**config.mk**
```make
export PLATFORM = sky130hd
export DESIGN_NAME = zbr_div
export DESIGN_NICKNAME = d
export VERILOG_FILES = /design/src/rtl/zbr_pkg.sv /design/src/rtl/zbr_div.sv
export SDC_FILE = /design/constraint.sdc
export NUM_CORES = 1
export LEC_CHECK = 0
export BUFFER_PORTS_ARGS = -buffer_cell sky130_fd_sc_hd__buf_2
export CORE_MARGIN = 2
export CORE_UTILIZATION = 60
export CTS_BUF_LIST = sky130_fd_sc_hd__clkbuf_4 sky130_fd_sc_hd__clkbuf_8 sky130_fd_sc_hd__clkbuf_16
export DETAILED_ROUTE_END_ITERATION = 8
export PLACE_DENSITY = 0.86
export SYNTH_ARGS = -nofsm -noshare
export SYNTH_HDL_FRONTEND = slang
export SYNTH_SLANG_ARGS = --single-unit
```
**constraint.sdc**
```tcl
create_clock -name clk -period 6.6 [get_ports clk]
set_input_delay 1.32 -clock clk [delete_from_list [all_inputs] [get_ports clk]]
set_output_delay 1.32 -clock clk [all_outputs]
set_load 0.02 [all_outputs]
```
**src/rtl/zbr_pkg.sv**
```systemverilog
// Shared types and constants for the z-buffered line rasteriser.
package zbr_pkg;

  localparam int COORD_W = 12;
  localparam int DEPTH_W = 16;
  localparam int COLOR_W = 32;
  localparam int COUNT_W = 13;
  localparam int RDPOS_W = 7;
  localparam int CFG_W   = 8;
  localparam int CFG_IDX_W = 1;

  localparam logic [CFG_IDX_W-1:0] REG_WIDTH  = 1'b0;
  localparam logic [CFG_IDX_W-1:0] REG_HEIGHT = 1'b1;

  localparam logic REQ_DRAW = 1'b0;
  localparam logic REQ_READ = 1'b1;

  typedef struct packed {
    logic                      req_type;
    logic signed [COORD_W-1:0] start_x;
    logic signed [COORD_W-1:0] start_y;
    logic signed [COORD_W-1:0] end_x;
    logic signed [COORD_W-1:0] end_y;
    logic [DEPTH_W-1:0]        start_depth;
    logic [DEPTH_W-1:0]        end_depth;
    logic [COLOR_W-1:0]        line_color;
    logic [RDPOS_W-1:0]        read_col;
    logic [RDPOS_W-1:0]        read_row;
  } req_t;

  typedef struct packed {
    logic [COUNT_W-1:0] pixels_written;
    logic [COLOR_W-1:0] read_color;
    logic [DEPTH_W-1:0] read_depth;
  } rsp_t;

  // divider handshake
  typedef struct packed {
    logic               start;
    logic               neg;
    logic [27:0]        num;
    logic [COORD_W:0]   den;
  } div_req_t;

endpackage

```
**src/rtl/zbr_div.sv**
```systemverilog
// Shared restoring divider: one quotient bit per cycle, signed result by magnitude.
module zbr_div
  import zbr_pkg::*;
(
  input  logic               clk,
  input  logic               rst_n,
  input  div_req_t           req,
  output logic               done,
  output logic signed [28:0] quot
);

  localparam int NW = 28;
  localparam int CW = $clog2(NW + 1);

  logic [NW-1:0]      q_r, q_nxt;
  logic [COORD_W:0]   rem_r, rem_nxt;
  logic [COORD_W:0]   den_r;
  logic               neg_r;
  logic [CW-1:0]      cnt_r, cnt_nxt;
  logic               busy_r;
  logic [COORD_W+1:0] trial;

  always_comb begin
    trial = {rem_r, q_r[NW-1]} - {1'b0, den_r};
    if (!trial[COORD_W+1]) begin
      rem_nxt = trial[COORD_W:0];
      q_nxt   = {q_r[NW-2:0], 1'b1};
    end else begin
      rem_nxt = {rem_r[COORD_W-1:0], q_r[NW-1]};
      q_nxt   = {q_r[NW-2:0], 1'b0};
    end
    cnt_nxt = cnt_r - CW'(1);
  end

  always_ff @(posedge clk) begin
    if (!rst_n) begin
      busy_r <= 1'b0;
      cnt_r  <= '0;
    end else if (req.start) begin
      busy_r <= 1'b1;
      cnt_r  <= CW'(NW);
    end else if (busy_r) begin
      cnt_r <= cnt_nxt;
      if (cnt_nxt == '0) busy_r <= 1'b0;
    end
  end

  always_ff @(posedge clk) begin
    if (req.start) begin
      q_r   <= req.num;
      rem_r <= '0;
      den_r <= req.den;
      neg_r <= req.neg;
    end else if (busy_r) begin
      q_r   <= q_nxt;
      rem_r <= rem_nxt;
    end
  end

  assign done = !busy_r && !req.start;
  assign quot = neg_r ? -$signed({1'b0, q_r}) : $signed({1'b0, q_r});

endmodule

```
; After elaboration in Yosys (flattened, before gate mapping)
; Cells that the tools add are included.
; W data, S select, Z words.
[word_totals]
inputBits = 45
output_inout_bits = 30
wordCells = 27
register_bits = 61
[op_classes]
addsub = 3
reduce_logical = 6
n_mux = 10
n_bitwise = 1
[ops]
columns = operator, n
row1 = $mux W28, 2
row2 = $mux W29, 1
row3 = $neg A28 Y29, 1
row4 = $sub A14 B13 Y14, 1
row5 = $mux W13, 1
row6 = $mux W5, 2
row7 = $logic_not A5 Y1, 1
row8 = $sub A5 B1 Y5 const B, 1
row9 = $mux W1, 4
row10 = $logic_not A1 Y1, 2
row11 = $reduce_bool A2 Y1, 1
row12 = $reduce_or A2 Y1, 1
row13 = $logic_and A1 B1 Y1, 1
row14 = $not A1 Y1, 1

; Logic depth before layout (Yosys ltp)
[depth]
depth_word = 5
depth_mapped = 11
depth_no_buf = 10

; Worst setup path after synthesis
; Ideal clock, no wire load.
[synth_path]
kind = input -> output
startpoint = input port req[42] (netlist name)
endpoint = output port done
arrival_time_ns = 2.702
path_slack_ns = 2.578
path_buffers = 1
cell_stages = 4
path_cell_list = clkbuf_1 inv_1 nand2_1 inv_1
[synth_via]
elab_chain_len = 2
[synth_lines]
columns = element, line
row1 = from (decl), zbr_div.sv:7  ; input div_req_t req,
row2 = $logic_not A1 Y1, zbr_div.sv:60  ; assign done = !busy_r && !req.start;
row3 = $logic_and A1 B1 Y1, zbr_div.sv:60
row4 = to (decl), zbr_div.sv:8  ; output logic done,
; Every way passes these cells.

; Worst setup path in the final report
; Same ends and word-level chain as after synthesis.

==> run_results.csv <==
group,metric,value,unit
finish,nets,495,
worst_setup_path,path_delay_family,"buffers and inverters",
route,wl,8050,um
grt,antenna_found_initial,0,
clock_tree,postCtsSetupBuffers,0,
place,gp_congestion,0.824,
clock_tree,cts_resized,0,
yosys,syn_nets,421,
grt,grt.total_usage,23.8,%
yosys,synth_cell_type_count,65,
die,die_area,7020,um2
yosys,async_flop_share,0,%
route,dr.pass1.iters,4,
sta,holdWs,507,ps
place,port_buffers,74,
route,wl_per_cell,15.6,um
finish,mostFrequentLayoutCell,"buf_2",
min_path,min_from,"rem_r[11]$_SDFFE_PP0P_",
yosys,synthXorXnorAreaFrac,9.41,%
route,viasPerCell,5.82,
yosys,synth_top_family_by_area,"compound AO/OA/AOI/OAI gates",
worst_setup_path,cp-end-kind,"output pin",
finish,fin_area,4450,um2
yosys,syn_avg_cell_area,10.6,um2
worst_setup_path,reg2reg_to,"rem_r[12]$_SDFFE_PP0P_",
sta,fin_crit,4300,ps
worst_setup_path,r2r_slack,3900,ps
worst_setup_path,reg2reg_from,"q_r[27]$_DFFE_PN_",
clock_tree,cts.sinks,61,
worst_setup_path,cp_slowest_stage_delay,550,ps
finish,drive_gt1_share,30.8,%
yosys,syn_area,3820,um2
grt,grt_max_degree,61,
die,ios,75,
clock_tree,cts_tree,"built",
yosys,yosys.area.top_type,"edfxtp_1",
clock_tree,clk_latency,340,ps
min_path,min_path_cells,2,
clock_tree,htreeDepth,3,
sta,tightest_slew,850,ps
sta,drv_slew,0,
sta,fmax,233,MHz
yosys,ys.flop_type,"edfxtp_1",
worst_setup_path,critPathMaxFanout,60,
yosys,synth_compound_area_share,15.8,%
die,fp.dieH,83.8,um
power,total_leakage_power,1.78,nW
yosys,synth_warnings,0,
die,row_count,29,
route,drc,0,
worst_setup_path,path_buf_inv,6,
worst_setup_path,crit_chain,"buf_2 > buf_4 > inv_1 > nand2_1 > buf_4 > inv_1 > buf_2",
status,outcome,"completed",
route,drtAntennaViolNets,0,
worst_setup_path,slowest_stage,"buf_4",
yosys,synthSimpleGateAreaFrac,12.9,%
sta,relSlewSlack,43.4,%
worst_setup_path,cp-start-kind,"primary input",
worst_setup_path,crit_type,"in -> out",
die,die_x,83.8,um
sta,hold_viol,0,
job,drv_cap,0,
power,powerDensity,263,nW/um2
sta,fin_skew,7.39,ps
yosys,synth_mux_area_share,9.24,%
yosys,syn_inst,359,
route,vias,2996,
place,placed_area,4240,um2
min_path,whs_endpoint,"rem_r[11]$_SDFFE_PP0P_",
grt,gr-total-overflow,0,
grt,grt_pass1_vias,2865,
finish,final_cell_mix,"buf_2 (74), edfxtp_1 (42), xnor2_1 (30)",
clock_tree,cts_buffers,9,
sta,setup_viol,0,
power,ir_drop,0.000206,V
yosys,synth_edf_count,42,
yosys,yosysSeqAreaShare,43.0,%
yosys,ys_top_cells_by_area,"edfxtp_1 (33%), dfxtp_1 (10%), mux2_2 (7.7%)",
die,core,6240,um2
die,start_util,61.2,%
grt,grt_pass1_wl,13200,um
clock_tree,clk_pin_slew,70,ps
finish,area_delta_synth_final,16.6,%
place,place.detailed.hpwl,5710,um
sta,finalCritPeriodShare,65.2,%
yosys,ys_ff_latch,61,
worst_setup_path,reg2reg_depth,10,
finish,fill_cells,444,
sta,rsz0062_at_grt,"no",
min_path,hp-class,"reg -> reg",
route,drt_iter0_markers,182,
finish,diodes,0,
yosys,synthAdderAreaFrac,5.77,%
clock_tree,root_buffer,"clkbuf_8",
clock_tree,hold_buffers,0,
clock_tree,cts_buffer_depth,2,
worst_setup_path,arrival,2980,ps
yosys,synth_top_area_share,33.0,%
worst_setup_path,crit_required,5280,ps
sta,setup_tns,0,ps
layer usage:
layer / track usage, % / vias up / wire length (um)
met5: 0 / - / 0
met4: 7.62 / 0 / 140
met3: 6.13 / 13 / 486
met2: 40.4 / 103 / 3930
met1: 29.8 / 1415 / 3490
li1: - / 1465 / -
through the flow:
step	worst slack [ps]	std cells	power [mW]	util [%]
2_1_floorplan	2580	359	0.730	-
3_3_place_gp	2390	499	0.806	68.0
3_5_place_dp	2300	499	0.818	68.0
4_1_cts	2290	515	1.18	71.3
5_1_grt	2130	515	1.22	71.3
6_report	2300	515	1.17	71.3
how the worst max path moves through the flow:
stage,to,cells past startpoint,from,slack [ps]
after CTS,done,7,req[42],2290
after global placement,done,7,req[42],2390
final,done,7,req[42],2300
after detailed placement,done,7,req[42],2300
after global routing,done,7,req[42],2130
after floorplan,done,4,req[42],2580
state kept, by name, summed over array words and instances (netlist names):
signal and cells:
rem_r 13, den_r 13, cnt_r 5, neg_r 1, q_r 28, busy_r 1
where the power goes:
group / switching (mW) / internal (mW) / leakage [nW]
Sequential: 0.0385 / 0.453 / 0.577
Combinational: 0.184 / 0.140 / 1.09
Clock: 0.144 / 0.213 / 0.109
Total: 0.366 / 0.805 / 1.78
worst min-delay path: stages (launching register included):
cell and delay (ps):
dfxtp_1 330, nor2_1 80, a311oi_1 50
final cells by class:
class | count | area (um2) | share of cell area [%]
Multi-Input combinational cell | 262 | 2030 | 45.6
Sequential cell | 61 | 1640 | 36.9
Timing Repair Buffer | 77 | 393 | 8.83
Clock buffer | 10 | 131 | 2.95
Clock inverter | 6 | 77.6 | 1.74
Inverter | 22 | 82.6 | 1.86
Tap cell | 77 | 96.3 | 2.16
cell usage after synthesis (2+ instances only):
cell      count
a311oi_1      3
or4_4         2
nor2_1       26
dfxtp_1      19
and2_1        2
nor2b_1       3
o41ai_1       4
ha_1         16
o21ai_1       2
clkbuf_1      5
a21boi_0      3
a21o_1        2
a21oi_2       2
a31oi_1       2
or2_2         2
or3_1         4
nand2_1      26
mux2i_1       6
nand2b_1      4
inv_1        22
o31ai_1       3
a211oi_1     10
xnor2_1      30
buf_1         6
a21oi_1       5
or4_1         3
o21ai_0      22
edfxtp_1     42
nor3b_1       2
xor2_1       11
mux2_2       26
nor3_1        7
nand3_1       5
kinds of logic (layout without fill, tap and decap cells):
| logic type | Yosys count | in the layout |
|---|---|---|
| DFF | 61 | 61 |
| and+or+nand+nor | 96 | 96 |
| buffers and inverters | 36 | 115 |
| adders and majority gates | 17 | 17 |
| AOI/OAI and AO/OA | 76 | 76 |
| xor gates and xnor gates | 41 | 41 |
| muxes | 32 | 32 |
(Power assumes the default switching activity.)
